**src/rtl/vht_pkg.sv**
```systemverilog
`timescale 1ns / 1ps

package vht_pkg;

  // Counter store
  localparam int unsigned MaxImages = 1024;
  localparam int unsigned AddrW     = $clog2(MaxImages);
  localparam int unsigned ImgCntW   = AddrW + 1;
  localparam int unsigned CountW    = 16;

  // Report length
  localparam int unsigned MaxSimilar = 16;

  // Field widths
  localparam int unsigned ImageW    = 10;
  localparam int unsigned RankW     = 4;
  localparam int unsigned NumImgW   = 11;
  localparam int unsigned NumSimW   = 5;

  // Configuration port
  localparam int unsigned CfgIdxW   = 2;
  localparam int unsigned CfgDataW  = 11;

  localparam logic [CfgIdxW-1:0] CfgNumImages  = 2'd0;
  localparam logic [CfgIdxW-1:0] CfgNumSimilar = 2'd1;

  localparam logic ModeHit    = 1'b0;
  localparam logic ModeReport = 1'b1;

  typedef enum logic [1:0] {
    StClear,
    StIdle,
    StScan,
    StPick
  } vht_state_e;

  typedef struct packed {
    logic hit_take;
    logic scan_init;
    logic scan_issue;
    logic pick_commit;
    logic clear_step;
  } vht_cmd_t;

  typedef struct packed {
    logic scan_end;
    logic rd_pend;
    logic out_free;
    logic last_rank;
    logic clear_last;
  } vht_status_t;

endpackage

```
**src/rtl/vht_ctrl.sv**
```systemverilog
`timescale 1ns / 1ps

module vht_ctrl (
  input  logic                 clk_i,
  input  logic                 rst_ni,
  input  logic                 in_valid_i,
  input  logic                 in_mode_i,
  output logic                 in_ready_o,
  input  vht_pkg::vht_status_t status_i,
  output vht_pkg::vht_cmd_t    cmd_o
);

  vht_pkg::vht_state_e state_q, state_d;
  logic                in_take;

  always_ff @(posedge clk_i or negedge rst_ni) begin
    if (!rst_ni) begin
      state_q <= vht_pkg::StClear;
    end else begin
      state_q <= state_d;
    end
  end

  assign in_take = in_valid_i && in_ready_o;

  always_comb begin
    state_d    = state_q;
    in_ready_o = 1'b0;
    cmd_o      = '0;
    case (state_q)
      vht_pkg::StClear: begin
        // sweep zeros through the whole store, after reset and after a report
        cmd_o.clear_step = 1'b1;
        if (status_i.clear_last) begin
          state_d = vht_pkg::StIdle;
        end
      end
      vht_pkg::StIdle: begin
        in_ready_o = 1'b1;
        if (in_take) begin
          if (in_mode_i == vht_pkg::ModeReport) begin
            cmd_o.scan_init = 1'b1;
            state_d         = vht_pkg::StScan;
          end else begin
            cmd_o.hit_take = 1'b1;
          end
        end
      end
      vht_pkg::StScan: begin
        if (!status_i.scan_end) begin
          cmd_o.scan_issue = 1'b1;
        end else if (!status_i.rd_pend) begin
          state_d = vht_pkg::StPick;
        end
      end
      vht_pkg::StPick: begin
        if (status_i.out_free) begin
          cmd_o.pick_commit = 1'b1;
          state_d = status_i.last_rank ? vht_pkg::StClear : vht_pkg::StScan;
        end
      end
      default: begin
        state_d = vht_pkg::StClear;
      end
    endcase
  end

endmodule

```
**config.mk**
```make
export PLATFORM = sky130hd
export DESIGN_NAME = vht_ctrl
export DESIGN_NICKNAME = d
export VERILOG_FILES = /design/src/rtl/vht_pkg.sv /design/src/rtl/vht_ctrl.sv
export SDC_FILE = /design/constraint.sdc
export NUM_CORES = 1
export LEC_CHECK = 0
export BUFFER_PORTS_ARGS = -buffer_cell sky130_fd_sc_hd__buf_2
export CAP_MARGIN = 20
export CELL_PAD_IN_SITES_DETAIL_PLACEMENT = 1
export CELL_PAD_IN_SITES_GLOBAL_PLACEMENT = 1
export CORE_AREA = 2 2 39 41
export DETAILED_ROUTE_END_ITERATION = 10
export DIE_AREA = 0 0 41 43
export PLACE_DENSITY = 0.44
export SYNTH_ARGS = -nofsm -noshare
export SYNTH_HDL_FRONTEND = slang
export SYNTH_SLANG_ARGS = --single-unit
```
**constraint.sdc**
```tcl
create_clock -name clk_i -period 0.8 [get_ports clk_i]
set_input_delay 0.16 -clock clk_i [delete_from_list [all_inputs] [get_ports clk_i]]
set_output_delay 0.16 -clock clk_i [all_outputs]
set_load 0.005 [all_outputs]
```
## Yosys cells after proc, flatten, opt, wreduce, memory -nomap -nowiden

Index checks and enable logic that the tools add are counted.

| word-level totals | value |
|---|---|
| bits in registers | 2 |
| latch bits | 0 |
| RAM bits | 0 |
| memory bits (read-only) | 0 |
| output and inout bits | 6 |
| logic and storage cells | 31 |
| memories kept | 0 |

| cells by class | value |
|---|---|
| add/sub/neg operators | 0 |
| $mul | 0 |
| div/mod/pow operators | 0 |
| order comparisons | 0 |
| equal/unequal tests | 9 |
| shift operators | 0 |
| mux-type cells | 18 |
| bitwise operators | 0 |
| reduce and logical (&&, ||, !) cells | 3 |

Operators by type and width:

| kind | count |
|---|---|
| $mux W2 | 9 |
| $ne A2 B2 Y1 const B | 6 |
| $mux W1 | 8 |
| $pmux W2 S4 | 1 |
| $reduce_and A6 Y1 | 1 |
| $eq A2 B2 Y1 const B | 2 |
| $eq A2 B1 Y1 const B | 1 |
| $logic_not A2 Y1 | 1 |
| $logic_and A1 B1 Y1 | 1 |

## Depth between registers and ports, before layout

Gate-level depths: netlist (run 1).

| depth | value |
|---|---|
| depth in word-level cells | 5 |
| gate-level depth with buffers | 4 |
| depth with buffers taken out | 3 |

## Least setup slack after synthesis (run 1)

Ideal clock, no wire load.

| path | value |
|---|---|
| path kind | register to register |
| start point | reg state_q[0] |
| end point | reg state_q[0] |
| library setup time | 0.129 ns |
| arrival | 0.766 ns |
| data required time | 0.671 ns |
| slack | -0.095 ns |
| cell stages (with the launch flop) | 5 |
| period minus slack after synthesis | 0.895 ns |
| cell sequence | dfrtp_1 -> buf_6 -> nor2b_1 -> o21ai_1 -> o21ai_1 |

| on the way | value |
|---|---|
| longest elaborated chain between the ends | 5 |
| elaborated cells on any way between the ends | 14 |
| classes of those cells | eq/ne (9); mux (2); reduce/logical (3) |

RTL lines:

| element | line | RTL |
|---|---|---|
| start: declaration | vht_ctrl.sv:13 | `vht_pkg::vht_state_e state_q, state_d;` |
| start signal: assignment | vht_ctrl.sv:18 | `state_q <= vht_pkg::StClear;` |
| start signal: assignment | vht_ctrl.sv:20 | `state_q <= state_d;` |
| $eq A2 B1 Y1 | vht_ctrl.sv:30 | `case (state_q)` |
| $mux W1 | vht_ctrl.sv:30 |  |
| $logic_and A1 B1 Y1 | vht_ctrl.sv:24 | `assign in_take = in_valid_i && in_ready_o;` |
| $ne A2 B2 Y1 (no source line) | n/a |  |
| $reduce_and A6 Y1 (no source line) | n/a |  |

Parallel ways exist; a longest one is shown, timed or not.
A chain may end at the register's enable or synchronous reset.

==> qor.csv, run 1 <==
metric;value;unit
sw_frac_of_total;0.340;
reg2reg_to;state_q[0];
power.density_cell_area;3250;mW/mm^2
vdd_drop_max;0.000792;V
critPathTopFamily;flip-flops;
via_density;3.95;
p_sw;0.402;mW
post_route_drc_violation_count;0;
cp_slowest_stage_delay;430;ps
htree_num_levels;1;
finalPower;1.18;mW
yosysUniqueCellTypes;14;
area_growth;113;%
reg2regPathDepth;4;
largest_reg_flops;2;
final_max_slew_viol_count;0;
die_h;43;um
cts_buffer_depth;2;
cts_sinks;2;
seq_power_share;0.243;
placed_cells;50;
clk-insertion-delay-late;230;ps
hpwlAfterDp;449;um
violations;setup timing;
die-width;41;um
crit_cells;4;
maxCapViolations;0;
largest-register;state_q;
setup.reg_to_reg.worst_slack;-190;ps
port_buffers;14;
worst_setup_startpoint;state_q[0];
timing.rr.start;state_q[0];
synthesis.nets;27;
clk_pin_slew;30;ps
n_fill_cell;179;
drive_gt1_frac;0.818;
cts_tree;yes;
post-route-util;0.262;
initialDrtViolationCount;1;
ys_seq_elements;2;
detailedRoute.firstPassIterationCount;2;
critPathKind;register to output pin;
cellInternalPower;0.779;mW
synthesis.area;170;um^2
worst_hold_path_type;input pin to register;
hold_viol;0;
grt_setup_unrepaired;yes;
nets;54;
slew_headroom;0.889;
dpl_worst_slack;-310;ps
run_status;complete, but fails checks;
synth_area_per_cell;9.45;um^2
timing.critical_path.fanout_max;8;
kind_of_end_point_of_the_critical_path;output pin;
antenna_found_initial;0;
cts_root_buffer;sky130_fd_sc_hd__clkbuf_4;
crit_end;cmd_o[4];
io_pins;15;
initial_utilization;0.123;
floorplan.rows;14;
worst_ep_arrival_time;1060;ps
antenna_viol_nets_final;0;
finalSetupViolCount;8;
critical-path-slowest-cell;sky130_fd_sc_hd__dfrtp_2;
first_pass_grt_wire_length;1050;um
worst_slack;-422;ps
worst_clock_skew;4.12;ps
finish.cell_count_without_fillers;60;
timing.critical_path.cells;nor2b_4 > nand2_2 > nor2_2 > buf_2;
full_die_area;0.00176;mm^2
vias_in_the_first_global_route;253;
clock.fmax;818;MHz
worstPathRequired;640;ps
path_buf_inv;1;
grt_start_max_net_pins;9;
cts_inserted_buffers;3;
synth_area_leaders;sky130_fd_sc_hd__dfrtp_1, sky130_fd_sc_hd__nor3b_2, sky130_fd_sc_hd__nor2b_4, sky130_fd_sc_hd__nor2_2, sky130_fd_sc_hd__buf_6;
share_clk_of_total_power;0.214;
core_area;0.00138;mm^2
grt_overflow;0;
yosys_warnings;0;
sort_of_element_at_the_start_of_the_critical_path;register;
finalCriticalPeriod;1220;ps
vias;237;
insertedDiodeCount;0;
combPwrFrac;0.543;
fin_crit_sh;1.53;
synth.yosys.seq_area_share;0.294;
reg.largest.list;state_q (2);
detail_route.wirelength;604;um
synth_top_cell_area_share;0.294;
per_cell_routed_wire_length;10.1;um
synthDominantAreaCellType;sky130_fd_sc_hd__dfrtp_1;
post_synth_inst_count;18;
grt_use_total;0.0944;
leak_pwr;0.189;nW
globalplace.congestion;0.642;
worst_slew_pin_slew;167;ps
==> power by group through the flow <==
stage	combinational (mW)	clock [mW]	sequential, mW
after floorplan	0.311	0	0.220
after global placement	0.396	0	0.288
after detailed placement	0.398	0	0.296
after CTS	0.473	0.269	0.295
after global routing	0.704	0.283	0.307
final	0.642	0.252	0.287
==> cells in the mapped netlist <==
| cell | n |
|---|---|
| sky130_fd_sc_hd__dfrtp_1 | 2 |
| sky130_fd_sc_hd__nor2_2 | 2 |
| sky130_fd_sc_hd__nor3b_2 | 2 |
| sky130_fd_sc_hd__o21ai_1 | 2 |
| sky130_fd_sc_hd__a21o_1 | 1 |
| sky130_fd_sc_hd__and3_1 | 1 |
| sky130_fd_sc_hd__buf_6 | 1 |
| sky130_fd_sc_hd__nand2_1 | 1 |
| sky130_fd_sc_hd__nand3_1 | 1 |
| sky130_fd_sc_hd__nand3_2 | 1 |
| sky130_fd_sc_hd__nor2_1 | 1 |
| sky130_fd_sc_hd__nor2b_1 | 1 |
| sky130_fd_sc_hd__nor2b_4 | 1 |
| sky130_fd_sc_hd__o21ai_0 | 1 |
==> area by class of cell <==
| cell class | instances | area [um^2] | share of cell area |
|---|---|---|---|
| Tap cell | 16 | 20.0 | 0.0552 |
| Multi-Input combinational cell | 15 | 118 | 0.324 |
| Clock buffer | 4 | 26.3 | 0.0724 |
| Timing Repair Buffer | 23 | 146 | 0.403 |
| Sequential cell | 2 | 52.6 | 0.145 |
==> through the flow <==
step                      hold WS [ps]  TNS [ps]  instance area, um^2
after floorplan                   -136      -233                  171
after global routing               237     -3150                  363
final                              213     -2630                  363
after global placement           -55.5     -1500                  273
after CTS                          211     -2620                  329
after detailed placement         -51.3     -1640                  273
==> worst min path at each step <==
| stage | from | end | cells past startpoint | slack, ps |
|---|---|---|---|---|
| floorplan | rst_ni | state_q[0] | 0 | -140 |
| global placement | rst_ni | state_q[0] | 1 | -60 |
| detailed placement | rst_ni | state_q[0] | 1 | -50 |
| CTS | status_i[0] | state_q[0] | 3 | 210 |
| global route | status_i[0] | state_q[0] | 3 | 240 |
| finish | status_i[0] | state_q[0] | 3 | 210 |
==> routing by layer <==
layer,track usage,up-vias,part of all wire
met4,0.0800,0,0.0066
met1,0.0965,105,0.41
met2,0.134,15,0.46
met3,0.0471,2,0.11
met5,0,-,0
li1,-,115,-
==> logic make-up (layout without fill, tap and decap cells) <==
logic type | Yosys count | count (layout) | share of synthesized area
AND/OR/NAND/NOR | 11 | 11 | 0.507
AO/OA/AOI/OAI | 4 | 4 | 0.132
flip-flops | 2 | 2 | 0.294
buffers and inverters | 1 | 27 | 0.0662
==> cells in the final DEF, fill, tap and decap left out, types with 2 or more instances in the layout <==
cell                       netlist  final
sky130_fd_sc_hd__nor2_2          2      3
sky130_fd_sc_hd__clkbuf_4        0      3
sky130_fd_sc_hd__o21ai_1         2      2
sky130_fd_sc_hd__buf_2           0     13
sky130_fd_sc_hd__buf_4           0      8
sky130_fd_sc_hd__nor3b_2         2      2
sky130_fd_sc_hd__dfrtp_2         0      2
==> worst min-delay path, delay by kind of cell <==
family | cells | cell delay (ps)
AO/OA/AOI/OAI | 2 | 150
buffers and inverters | 1 | 90
==> repair_timing <==
| item | CTS | global route |
|---|---|---|
| buffers inserted | 2 | 4 |
| hold buffers | 1 | 0 |
| pin swaps | 3 | 2 |
| endpoints found under the hold margin | 2 | 0 |
| gates resized for setup | 3 | 3 |
| endpoints found under the setup margin | 8 | 8 |
| gates cloned | 0 | 0 |
Power figures use the tool's default switching activity.
==> run 2: changes to the inputs <==
Settings changed: GPL_TIMING_DRIVEN set to 0, MAX_ROUTING_LAYER set to met4, REMOVE_ABC_BUFFERS set to 1.
==> qor.csv, run 2 (same netlist as run 1, synthesis figures left out) <==
metric;value;unit;change
clk_pin_slew;30;ps;about the same
sort_of_element_at_the_start_of_the_critical_path;register;;unchanged
via_density;3.89;;was 3.95
io_pins;15;;unchanged
worst_slew_pin_slew;183;ps;was 167 ps
leak_pwr;0.159;nW;was 0.189 nW
initial_utilization;0.123;;unchanged
worst_clock_skew;0.160;ps;was 4.12 ps
cts_sinks;2;;unchanged
floorplan.rows;14;;unchanged
cts_buffer_depth;2;;unchanged
die-width;41;um;unchanged
worst_slack;-413;ps;was -422 ps
grt_overflow;0;;unchanged
final_max_slew_viol_count;0;;unchanged
largest-register;state_q;;unchanged
finalPower;0.957;mW;was 1.18 mW
clk-insertion-delay-late;220;ps;was 230 ps
globalplace.congestion;0.637;;was 0.642
sw_frac_of_total;0.361;;was 0.340
critPathKind;register to output pin;;unchanged
worst_hold_path_type;input pin to register;;unchanged
port_buffers;14;;unchanged
grt_use_total;0.0855;;was 0.0944
layout_common_cells;sky130_fd_sc_hd__buf_2, sky130_fd_sc_hd__clkbuf_4, sky130_fd_sc_hd__buf_4;;was sky130_fd_sc_hd__buf_2, sky130_fd_sc_hd__buf_4, sky130_fd_sc_hd__nor2_2, sky130_fd_sc_hd__clkbuf_4
worstPathRequired;640;ps;about the same
drive_gt1_frac;0.737;;was 0.818
hpwlAfterDp;451;um;was 449 um
post_route_drc_violation_count;0;;unchanged
htree_num_levels;1;;unchanged
detail_route.wirelength;567;um;was 604 um
seq_power_share;0.303;;was 0.243
commonest_non_fill_non_tap_cell_in_the_layout;sky130_fd_sc_hd__buf_2;;unchanged
power.density_cell_area;3120;mW/mm^2;was 3250 mW/mm^2
full_die_area;0.00176;mm^2;unchanged
share_clk_of_total_power;0.232;;was 0.214
grt_setup_unrepaired;yes;;unchanged
vdd_drop_max;0.00120;V;was 0.000792 V
antenna_viol_nets_final;0;;unchanged
reg.largest.list;state_q (2);;unchanged
nets;49;;was 54
vias_in_the_first_global_route;240;;was 253
grt_start_max_net_pins;9;;unchanged
insertedDiodeCount;0;;unchanged
kind_of_end_point_of_the_critical_path;output pin;;unchanged
cts_tree;yes;;unchanged
detailedRoute.firstPassIterationCount;1;;was 2
clock.fmax;824;MHz;was 818 MHz
p_sw;0.346;mW;was 0.402 mW
placed_cell_area;249;um^2;was 273 um^2
hold_viol;0;;unchanged
vias;210;;was 237
finalCriticalPeriod;1210;ps;was 1220 ps
per_cell_routed_wire_length;10.5;um;was 10.1 um
core_area;0.00138;mm^2;unchanged
fin_crit_sh;1.52;;was 1.53
maxCapViolations;0;;unchanged
largest_reg_flops;2;;unchanged
run_status;complete, but fails checks;;unchanged
area_growth;80.1;%;was 113%
slew_headroom;0.878;;was 0.889
timing.critical_path.fanout_max;8;;unchanged
holdWs;241;ps;was 213 ps
cellInternalPower;0.611;mW;was 0.779 mW
first_pass_grt_wire_length;931;um;was 1050 um
violations;setup timing;;unchanged
finalSetupViolCount;8;;unchanged
worst_ep_arrival_time;1050;ps;was 1060 ps
cts_root_buffer;sky130_fd_sc_hd__clkbuf_4;;unchanged
die_h;43;um;unchanged
antenna_found_initial;0;;unchanged
finalInstanceArea;307;um^2;was 363 um^2
cts_inserted_buffers;3;;unchanged
initialDrtViolationCount;0;;was 1
combPwrFrac;0.465;;was 0.543
==> run 2: layout make-up <==
cell class / instances / area [um^2]
Timing Repair Buffer: 18 / 103
Tap cell: 16 / 20.0
Multi-Input combinational cell: 15 / 109
Fill cell: 173 / 1080
Sequential cell: 2 / 52.6
Clock buffer: 3 / 22.5
==> run 2: worst paths after layout <==
check / slack (ps) / start / cells after the start / to
setup / recovery: -410 / state_q[1] / 4 / cmd_o[4]
hold / removal: 240 / status_i[0] / 3 / state_q[0]
setup reg to reg: -220 / state_q[0] / 4 / state_q[0]
hold reg to reg: 590 / state_q[1] / 1 / state_q[0]
max in group asynchronous: 440 / rst_ni / 2 / state_q[1]
min in group asynchronous: 250 / rst_ni / 2 / state_q[0]
==> run 2: worst max-delay path, stage by stage, from the launching register on <==
cell and delay (ps):
sky130_fd_sc_hd__dfrtp_2 460, sky130_fd_sc_hd__nor2b_4 130, sky130_fd_sc_hd__nand2_1 60, sky130_fd_sc_hd__nor2_2 70
sky130_fd_sc_hd__buf_2 110
==> run 2: timing repair <==
item,CTS,global route
hold endpoints to repair,2,0
hold buffers,1,0
setup endpoints to repair,8,8
pin swaps,4,2
buffers inserted,3,0
resized for setup,2,0
==> run 2: per-layer routing <==
| metal | global-route usage | up-vias | wire (um) |
|---|---|---|---|
| li1 | - | 103 | - |
| met5 | - | - | 0 |
| met4 | 0.0800 | 0 | 0 |
| met1 | 0.0871 | 92 | 248 |
| met2 | 0.106 | 15 | 235 |
| met3 | 0.0524 | 0 | 83 |
==> run 2: power groups by stage <==
| stage | combinational, mW | clock, mW | sequential, mW |
|---|---|---|---|
| CTS | 0.453 | 0.240 | 0.287 |
| global placement | 0.334 | 0 | 0.275 |
| floorplan | 0.209 | 0 | 0.257 |
| detailed placement | 0.351 | 0 | 0.291 |
| global route | 0.494 | 0.258 | 0.304 |
| finish | 0.445 | 0.222 | 0.290 |
==> run 2: stage by stage <==
step	util	setup WS, ps	setup TNS [ps]	instances
2_1_floorplan	-	-152	-375	17
3_3_place_gp	0.180	-262	-1200	47
3_5_place_dp	0.180	-315	-1530	47
4_1_cts	0.222	-427	-2570	54
5_1_grt	0.222	-484	-2930	54
6_report	0.222	-413	-2440	54
